[config.mk]
export PLATFORM = sky130hd
export DESIGN_NAME = ir_pulse_distance_frame_decoder
export DESIGN_NICKNAME = d
export VERILOG_FILES = /design/src/hdl/ipd_pkg.sv /design/src/hdl/ipd_cfg_regs.sv /design/src/hdl/ipd_frame_state.sv /design/src/hdl/ir_pulse_distance_frame_decoder.sv
export SDC_FILE = /design/constraint.sdc
export NUM_CORES = 1
export LEC_CHECK = 0
export ABC_AREA = 1
export BUFFER_PORTS_ARGS = -buffer_cell sky130_fd_sc_hd__buf_2
export CORE_UTILIZATION = 53
export CTS_BUF_LIST = sky130_fd_sc_hd__clkbuf_8
export CTS_CLUSTER_DIAMETER = 50
export CTS_CLUSTER_SIZE = 10
export DETAILED_ROUTE_END_ITERATION = 10
export PLACE_DENSITY = 0.7
export SYNTH_ARGS = -nofsm -noshare
export SYNTH_HDL_FRONTEND = slang
export SYNTH_SLANG_ARGS = --single-unit
[constraint.sdc]
create_clock -name clk -period 7.6 [get_ports clk]
set_input_delay 1.52 -clock clk [delete_from_list [all_inputs] [get_ports clk]]
set_output_delay 1.52 -clock clk [all_outputs]
set_load 0.005 [all_outputs]
[src/hdl/ipd_pkg.sv]
`timescale 1ns / 1ps

package ipd_pkg;

	// Largest number of whole bytes decoded from one frame.
	localparam int MAX_BYTES = 16;
	localparam int BYTE_W    = $clog2(MAX_BYTES + 1);

	localparam int TICK_W    = 15;
	localparam int SYM_CNT_W = 12;
	localparam int CFG_IDX_W = 4;

	// Register indexes on the configuration port.
	localparam logic [CFG_IDX_W-1:0] CFG_HEADER_MARK  = 4'd0;
	localparam logic [CFG_IDX_W-1:0] CFG_HEADER_SPACE = 4'd1;
	localparam logic [CFG_IDX_W-1:0] CFG_BIT_MARK     = 4'd2;
	localparam logic [CFG_IDX_W-1:0] CFG_ONE_SPACE    = 4'd3;
	localparam logic [CFG_IDX_W-1:0] CFG_ZERO_SPACE   = 4'd4;
	localparam logic [CFG_IDX_W-1:0] CFG_TOLERANCE    = 4'd5;
	localparam logic [CFG_IDX_W-1:0] CFG_MIN_BITS     = 4'd6;
	localparam logic [CFG_IDX_W-1:0] CFG_MIN_BYTES    = 4'd7;

	// Frame status codes.
	localparam logic [1:0] ST_OK    = 2'd0;
	localparam logic [1:0] ST_SHORT = 2'd1;
	localparam logic [1:0] ST_FAIL  = 2'd2;

	// One received symbol.
	typedef struct packed {
		logic [TICK_W-1:0] mark_ticks;
		logic [TICK_W-1:0] space_ticks;
		logic              frame_end;
	} sym_t;

	// One decoded frame.
	typedef struct packed {
		logic [1:0]  status;
		logic        checksum_good;
		logic [4:0]  byte_count;
		logic [7:0]  command_byte;
		logic [31:0] first_word;
	} res_t;

	// Current configuration register contents.
	typedef struct packed {
		logic [TICK_W-1:0]    header_mark_ticks;
		logic [TICK_W-1:0]    header_space_ticks;
		logic [TICK_W-1:0]    bit_mark_ticks;
		logic [TICK_W-1:0]    one_space_ticks;
		logic [TICK_W-1:0]    zero_space_ticks;
		logic [TICK_W-1:0]    match_tolerance;
		logic [SYM_CNT_W-1:0] min_data_bits;
		logic [4:0]           min_frame_bytes;
	} cfg_t;

endpackage

[src/hdl/ipd_cfg_regs.sv]
`timescale 1ns / 1ps

module ipd_cfg_regs (
	input  logic                          clk,
	input  logic                          arst_n,
	input  logic                          cfg_valid,
	output logic                          cfg_ready,
	input  logic [ipd_pkg::CFG_IDX_W-1:0] cfg_index,
	input  logic [ipd_pkg::TICK_W-1:0]    cfg_data,
	output ipd_pkg::cfg_t                 cfg
);
	import ipd_pkg::*;

	cfg_t cfg_q;

	// The register file takes a write in any cycle.
	assign cfg_ready = 1'b1;
	assign cfg       = cfg_q;

	// Register writes; indexes beyond the list are dropped.
	always_ff @(posedge clk or negedge arst_n) begin
		if (!arst_n) begin
			cfg_q.header_mark_ticks  <= 15'd3324;
			cfg_q.header_space_ticks <= 15'd1574;
			cfg_q.bit_mark_ticks     <= 15'd448;
			cfg_q.one_space_ticks    <= 15'd1182;
			cfg_q.zero_space_ticks   <= 15'd390;
			cfg_q.match_tolerance    <= 15'd150;
			cfg_q.min_data_bits      <= 12'd48;
			cfg_q.min_frame_bytes    <= 5'd6;
		end else if (cfg_valid && cfg_ready) begin
			unique case (cfg_index)
				CFG_HEADER_MARK:  cfg_q.header_mark_ticks  <= cfg_data;
				CFG_HEADER_SPACE: cfg_q.header_space_ticks <= cfg_data;
				CFG_BIT_MARK:     cfg_q.bit_mark_ticks     <= cfg_data;
				CFG_ONE_SPACE:    cfg_q.one_space_ticks    <= cfg_data;
				CFG_ZERO_SPACE:   cfg_q.zero_space_ticks   <= cfg_data;
				CFG_TOLERANCE:    cfg_q.match_tolerance    <= cfg_data;
				CFG_MIN_BITS:     cfg_q.min_data_bits      <= cfg_data[SYM_CNT_W-1:0];
				CFG_MIN_BYTES:    cfg_q.min_frame_bytes    <= cfg_data[4:0];
				default: ;
			endcase
		end
	end

endmodule

[src/hdl/ipd_frame_state.sv]
`timescale 1ns / 1ps

module ipd_frame_state (
	input  logic          clk,
	input  logic          arst_n,
	input  ipd_pkg::cfg_t cfg,
	input  logic          advance,
	input  ipd_pkg::sym_t sym,
	output ipd_pkg::res_t result
);
	import ipd_pkg::*;

	logic [SYM_CNT_W-1:0] symbol_count_q, symbol_count_nx;
	logic                 header_good_q, header_good_nx;
	logic [7:0]           shift_byte_q, shift_byte_nx;
	logic [2:0]           bit_position_q, bit_position_nx;
	logic                 pending_err_q, pending_err_nx;
	logic                 committed_err_q, committed_err_nx;
	logic [BYTE_W-1:0]    bytes_done_q, bytes_done_nx;
	logic [7:0]           byte_sum_q, byte_sum_nx;
	logic [7:0]           last_byte_q, last_byte_nx;
	logic [31:0]          low_word_q, low_word_nx;
	logic [7:0]           byte_zero_q, byte_zero_nx;
	logic [7:0]           byte_five_q, byte_five_nx;

	logic hdr_ok, mark_ok, one_ok, zero_ok;
	logic [7:0] shift_set;
	logic [7:0] expect_sum;
	logic [1:0] status;

	// True when a duration lies within the tolerance of its expected value.
	function automatic logic near_value(input logic [TICK_W-1:0] got,
	                                    input logic [TICK_W-1:0] want,
	                                    input logic [TICK_W-1:0] tol);
		logic [TICK_W-1:0] diff;
		diff = (got >= want) ? (got - want) : (want - got);
		return diff <= tol;
	endfunction

	// Duration matches, all in parallel.
	assign hdr_ok  = near_value(sym.mark_ticks, cfg.header_mark_ticks, cfg.match_tolerance) &&
	                 near_value(sym.space_ticks, cfg.header_space_ticks, cfg.match_tolerance);
	assign mark_ok = near_value(sym.mark_ticks, cfg.bit_mark_ticks, cfg.match_tolerance);
	assign one_ok  = near_value(sym.space_ticks, cfg.one_space_ticks, cfg.match_tolerance);
	assign zero_ok = near_value(sym.space_ticks, cfg.zero_space_ticks, cfg.match_tolerance);

	assign shift_set = shift_byte_q | (one_ok ? (8'd1 << bit_position_q) : 8'd0);

	// Frame state after taking the current symbol.
	always_comb begin
		symbol_count_nx  = symbol_count_q;
		header_good_nx   = header_good_q;
		shift_byte_nx    = shift_byte_q;
		bit_position_nx  = bit_position_q;
		pending_err_nx   = pending_err_q;
		committed_err_nx = committed_err_q;
		bytes_done_nx    = bytes_done_q;
		byte_sum_nx      = byte_sum_q;
		last_byte_nx     = last_byte_q;
		low_word_nx      = low_word_q;
		byte_zero_nx     = byte_zero_q;
		byte_five_nx     = byte_five_q;

		if (symbol_count_q != '1) begin
			symbol_count_nx = symbol_count_q + 1'b1;
		end

		if (symbol_count_q == '0) begin
			header_good_nx = hdr_ok;
		end else if (32'(bytes_done_q) < 32'(MAX_BYTES)) begin
			shift_byte_nx  = shift_set;
			pending_err_nx = pending_err_q | !mark_ok | (!one_ok && !zero_ok);
			if (bit_position_q == 3'd7) begin
				// A whole byte is complete.
				committed_err_nx = committed_err_q | pending_err_nx;
				byte_sum_nx      = byte_sum_q + last_byte_q;
				last_byte_nx     = shift_set;
				for (int k = 0; k < 4; k++) begin
					if (bytes_done_q == BYTE_W'(k)) begin
						low_word_nx[8*k +: 8] = shift_set;
					end
				end
				if (bytes_done_q == BYTE_W'(0)) begin
					byte_zero_nx = shift_set;
				end
				if (bytes_done_q == BYTE_W'(5)) begin
					byte_five_nx = shift_set;
				end
				bytes_done_nx   = bytes_done_q + 1'b1;
				bit_position_nx = 3'd0;
				shift_byte_nx   = 8'd0;
				pending_err_nx  = 1'b0;
			end else begin
				bit_position_nx = bit_position_q + 1'b1;
			end
		end
	end

	// Frame verdict from the updated state.
	assign expect_sum = 8'h00 - byte_sum_nx;

	always_comb begin
		if (symbol_count_nx <= cfg.min_data_bits) begin
			status = ST_SHORT;
		end else if (!header_good_nx || (5'(bytes_done_nx) < cfg.min_frame_bytes) ||
		             committed_err_nx) begin
			status = ST_FAIL;
		end else begin
			status = ST_OK;
		end

		result.status = status;
		if (status == ST_OK) begin
			result.checksum_good = (expect_sum == last_byte_nx);
			result.byte_count    = 5'(bytes_done_nx);
			result.command_byte  = (bytes_done_nx > BYTE_W'(5)) ? byte_five_nx : byte_zero_nx;
			result.first_word    = low_word_nx;
		end else begin
			result.checksum_good = 1'b0;
			result.byte_count    = 5'd0;
			result.command_byte  = 8'd0;
			result.first_word    = 32'd0;
		end
	end

	// State registers; the frame-end symbol clears everything.
	always_ff @(posedge clk or negedge arst_n) begin
		if (!arst_n) begin
			symbol_count_q  <= '0;
			header_good_q   <= 1'b0;
			shift_byte_q    <= 8'd0;
			bit_position_q  <= 3'd0;
			pending_err_q   <= 1'b0;
			committed_err_q <= 1'b0;
			bytes_done_q    <= '0;
			byte_sum_q      <= 8'd0;
			last_byte_q     <= 8'd0;
			low_word_q      <= 32'd0;
			byte_zero_q     <= 8'd0;
			byte_five_q     <= 8'd0;
		end else if (advance) begin
			if (sym.frame_end) begin
				symbol_count_q  <= '0;
				header_good_q   <= 1'b0;
				shift_byte_q    <= 8'd0;
				bit_position_q  <= 3'd0;
				pending_err_q   <= 1'b0;
				committed_err_q <= 1'b0;
				bytes_done_q    <= '0;
				byte_sum_q      <= 8'd0;
				last_byte_q     <= 8'd0;
				low_word_q      <= 32'd0;
				byte_zero_q     <= 8'd0;
				byte_five_q     <= 8'd0;
			end else begin
				symbol_count_q  <= symbol_count_nx;
				header_good_q   <= header_good_nx;
				shift_byte_q    <= shift_byte_nx;
				bit_position_q  <= bit_position_nx;
				pending_err_q   <= pending_err_nx;
				committed_err_q <= committed_err_nx;
				bytes_done_q    <= bytes_done_nx;
				byte_sum_q      <= byte_sum_nx;
				last_byte_q     <= last_byte_nx;
				low_word_q      <= low_word_nx;
				byte_zero_q     <= byte_zero_nx;
				byte_five_q     <= byte_five_nx;
			end
		end
	end

endmodule

[src/hdl/ir_pulse_distance_frame_decoder.sv]
`timescale 1ns / 1ps

// Pulse-distance infrared frame decoder. Each input item is one symbol (mark
// and space durations in ticks plus a frame-end flag); the first symbol of a
// frame is checked against the header, later ones are decoded into bits,
// LSB first, and packed into whole bytes. On the frame-end symbol one result
// item is produced with the status, byte count, command byte, first four
// bytes and the checksum verdict, and the frame state is cleared. The block
// takes one symbol per clock cycle while the input is not stalled: a symbol
// is registered on input, its matches and state update are worked out from
// that register, and a frame result is written into the output register
// when its frame-end symbol moves on. Input is stalled only while a finished
// result waits at a stalled output and the next frame end arrives.
// Configuration registers take a write in any cycle and should be changed
// only while no frame is in flight.
module ir_pulse_distance_frame_decoder (
	input  logic                          clk,
	input  logic                          arst_n,
	input  logic                          sym_valid,
	output logic                          sym_stall,
	input  ipd_pkg::sym_t                 sym_item,
	output logic                          res_valid,
	input  logic                          res_stall,
	output ipd_pkg::res_t                 res_item,
	input  logic                          cfg_valid,
	output logic                          cfg_ready,
	input  logic [ipd_pkg::CFG_IDX_W-1:0] cfg_index,
	input  logic [ipd_pkg::TICK_W-1:0]    cfg_data
);
	import ipd_pkg::*;

	cfg_t cfg;
	sym_t sym_s1;
	logic sym_valid_s1;
	logic advance;
	logic accept;
	res_t result;
	res_t res_q;
	logic res_valid_q;

	ipd_cfg_regs u_cfg (
		.clk       (clk),
		.arst_n    (arst_n),
		.cfg_valid (cfg_valid),
		.cfg_ready (cfg_ready),
		.cfg_index (cfg_index),
		.cfg_data  (cfg_data),
		.cfg       (cfg)
	);

	// The registered symbol moves on unless it ends a frame whose result
	// slot is still occupied by a stalled result.
	assign advance   = sym_valid_s1 &&
	                   (!sym_s1.frame_end || !res_valid_q || !res_stall);
	assign sym_stall = sym_valid_s1 && !advance;
	assign accept    = sym_valid && !sym_stall;

	// Input register.
	always_ff @(posedge clk or negedge arst_n) begin
		if (!arst_n) begin
			sym_valid_s1 <= 1'b0;
		end else if (accept) begin
			sym_valid_s1 <= 1'b1;
		end else if (advance) begin
			sym_valid_s1 <= 1'b0;
		end
	end

	always_ff @(posedge clk) begin
		if (accept) begin
			sym_s1 <= sym_item;
		end
	end

	ipd_frame_state u_state (
		.clk     (clk),
		.arst_n  (arst_n),
		.cfg     (cfg),
		.advance (advance),
		.sym     (sym_s1),
		.result  (result)
	);

	// Output register for one frame result.
	always_ff @(posedge clk or negedge arst_n) begin
		if (!arst_n) begin
			res_valid_q <= 1'b0;
		end else if (advance && sym_s1.frame_end) begin
			res_valid_q <= 1'b1;
		end else if (!res_stall) begin
			res_valid_q <= 1'b0;
		end
	end

	always_ff @(posedge clk) begin
		if (advance && sym_s1.frame_end) begin
			res_q <= result;
		end
	end

	assign res_valid = res_valid_q;
	assign res_item  = res_q;

endmodule

==> run summary <==
Status - finished clean
Clock transition at the registers of the reported paths - 80 ps
CP Capture Type - register
Worst Path Arrival - 6290 ps
Hpwl dp - 51.2 mm
Antenna-violating nets left - 0
Final core occ - 58.6%
Mapped Area - 21700 sq um
Fin area - 23400 sq um
RSZ-0062 raised after global routing - no
Hold/Removal Path Class - register to register
CP Data Required Time - 8050 ps
Critical path class - register to register
DR vias/cell - 5.60
Final net count - 3258
Top_reg_cell synth - dfrtp_1
Post-CTS Setup Bufs - 0
Fillers - 3701
Area growth, synth to finish - 8.05%
CTS tree - done
Layout cells sized above 1 - 8.79%
Fin crit share - 76.8%
Max_slew headroom - 23.4%
Hold Violations, Final - 0
Register Area - 7520 sq um
Cell variety after synth - 63
Post_cts resized - 0
Routed via count - 19600
Pre-antenna DRT Iters - 8
Synthesized area per cell - 7.62 sq um
Clock latency on the worst-skew pair - 650 ps
Worst-path maximum fanout - 46
Clock Sinks - 283
TritonCTS Buffers - 42
Core Area - 40000 sq um
Synth Register Bits - 283
Placed Area - 22600 sq um
GR Overflow Total - 0
Vias in the first global route - 18900
Residual DRC - 0
Area of the multi-input gates - 12000 sq um
Number of synthesized flops with an enable pin - 79
Drt total wl - 67.7 mm
Avg WL per Cell - 19.4 microns
Initial antenna violation count - 4
Root buffer cell - clkbuf_8
Die W - 204 microns
Die area - 41700 sq um
Placer Congestion - 0.995
FP Rows - 73
Synth async-reset ratio - 72.1%
Mapped Nets - 3169
Port Buf Inserts - 104
First-pass GRT wire length - 105 mm
Tmin final - 5840 ps
Slew Viols, Final - 0
Hold buffers post-CTS - 0
Clk_skew - 40.2 ps
Post-Synthesis Cells - 2847
Worst-case clock buffer depth - 3
Max capacitance violation total - 0
Initial Utilization - 54.2%
Startpoint types - register
Max Clock Freq - 0.171 GHz
H-tree Lvls - 2
Final Total Pwr - 6.15 mW
Tightest Pin Transition - 1150 ps
Largest net degree at the start of global routing - 107
Final setup violation count - 0
Setup TNS - 0 ps
Synth Warn # - 0
# IOs - 106
Worst IR Drop VDD - 0.143 mV
Die Ht - 204 microns
Sequential-to-total area share from yosys stat - 34.7%
P per Cell Area - 262 nW/um^2
Pleak - 11.9 nW
Aggregate global-route resource usage - 33.0%
Iteration-0 DRC Markers - 1901
-- logic make-up (layout without fill, tap and decap cells) --
logic type / count (synthesis) / count (layout) / share of synthesized area [%]
simple gates: 1009 / 1009 / 19.3
buf+inv: 555 / 677 / 9.91
mux: 10 / 10 / 0.496
other cells: 1 / 4 / 0.0173
fa+ha+maj: 267 / 267 / 15.8
compound gates: 638 / 638 / 16.4
xor+xnor: 84 / 84 / 3.46
flops: 283 / 283 / 34.7
-- metal layers --
layer / track usage, % / part of all wire (%)
met3: 5.07 / 7.6
met1: 45.1 / 44
met4: 10.3 / 2.8
met2: 53.5 / 45
met5: 0 / 0.013
-- report_power, final --
part	leakage, nW	switching [mW]	internal, mW
logic	8.06	1.93	1.07
clock network	0.469	0.687	0.562
registers	3.39	0.143	1.75
-- per-stage QoR --
step                      cells  setup WS, ps  hold WS (ps)
after floorplan            2847          3490           446
after global placement     3417          2060           464
after detailed placement   3417          1880           474
after CTS                  3494          1850           490
after global routing       3494          1250           516
final                      3497          1760           488
-- worst paths after layout --
kind,start,end,slack [ps],cells after the start
worst max register to register,sym_s1[18],res_item[8],1760,19
min in group asynchronous,arst_n,u_state.low_word_q[15],990,1
worst min register to register,u_cfg.cfg[31],u_cfg.cfg[31],490,2
worst max-delay path,sym_s1[18],res_item[8],1760,19
max in group asynchronous,arst_n,u_cfg.cfg[32],5070,2
worst min-delay path,u_cfg.cfg[31],u_cfg.cfg[31],490,2
-- Yosys cell counts, drive strengths merged, types with 4 or more instances --
master   number  share of area (%)
nand2       665                 12
inv         487                8.4
o21ai       290                6.7
ha          256                 15
a21oi       190                4.4
nor2        181                3.4
dfrtp       170                 20
nand3        92                2.2
edfxtp       79                 11
o22ai        61                1.8
xor2         55                2.3
clkbuf       47               0.82
dfstp        34                4.1
nand4        32               0.95
xnor2        29                1.2
buf          19               0.62
nor3         18               0.42
o21a         18               0.62
a21o         17               0.59
fa           11                1.0
o211ai       10               0.35
nand3b        9               0.31
o2111ai       9               0.36
o21bai        8               0.29
a21boi        7               0.24
a31oi         6               0.17
mux2          6               0.31
a211oi        5               0.17
nor4          5               0.14
o221ai        5               0.20
mux2i         4               0.18
-- state kept, by name, indices dropped and copies added, names as in the netlist --
register	flops
res_item	48
res_valid	1
sym_s1	31
sym_valid_s1	1
u_cfg.cfg	107
u_state.bit_position_q	3
u_state.byte_five_q	8
u_state.byte_sum_q	8
u_state.byte_zero_q	8
u_state.bytes_done_q	5
u_state.committed_err_q	1
u_state.header_good_q	1
u_state.last_byte_q	8
u_state.low_word_q	32
u_state.pending_err_q	1
u_state.shift_byte_q	8
u_state.symbol_count_q	12
-- critical path: stages (launching register included) --
cell and delay [ps]:
edfxtp_1 460, ha_1 390, a21oi_1 270, nand2_1 110, a21oi_1 200, o21ai_0 190
nand3_1 140, nand3_1 570, mux2i_1 400, xor2_1 240, inv_1 70, ha_1 270
nand2_1 80, nor4_1 440, nand4_1 170, a21oi_1 270, nand2_1 150, a21oi_1 340
nand3_4 560, nor2_1 300
-- cell type report --
class,count,share of cell area (%)
antenna,3,0.0320
tap,525,2.80
inverter,489,7.84
clock inverter,33,0.849
clock buffer,44,2.58
multi-input combinational,2009,51.3
sequential,283,32.1
timing repair buffer,111,2.48
-- layout by cell type, fill, tap and decap left out, types with 11 or more instances in the layout --
cell	count
nor2_1	163
fa_1	11
xor2_1	53
xnor2_1	29
dfstp_2	34
buf_2	103
inv_2	13
dfrtp_1	170
inv_1	490
ha_1	256
o21ai_1	11
o21a_1	18
nor3_1	18
a21oi_1	189
nand2_1	660
edfxtp_1	79
o22ai_1	61
nor2_2	15
clkbuf_8	45
nand4_1	31
a21o_1	17
o21ai_0	277
nand3_1	89
(Power assumes the default switching activity.)
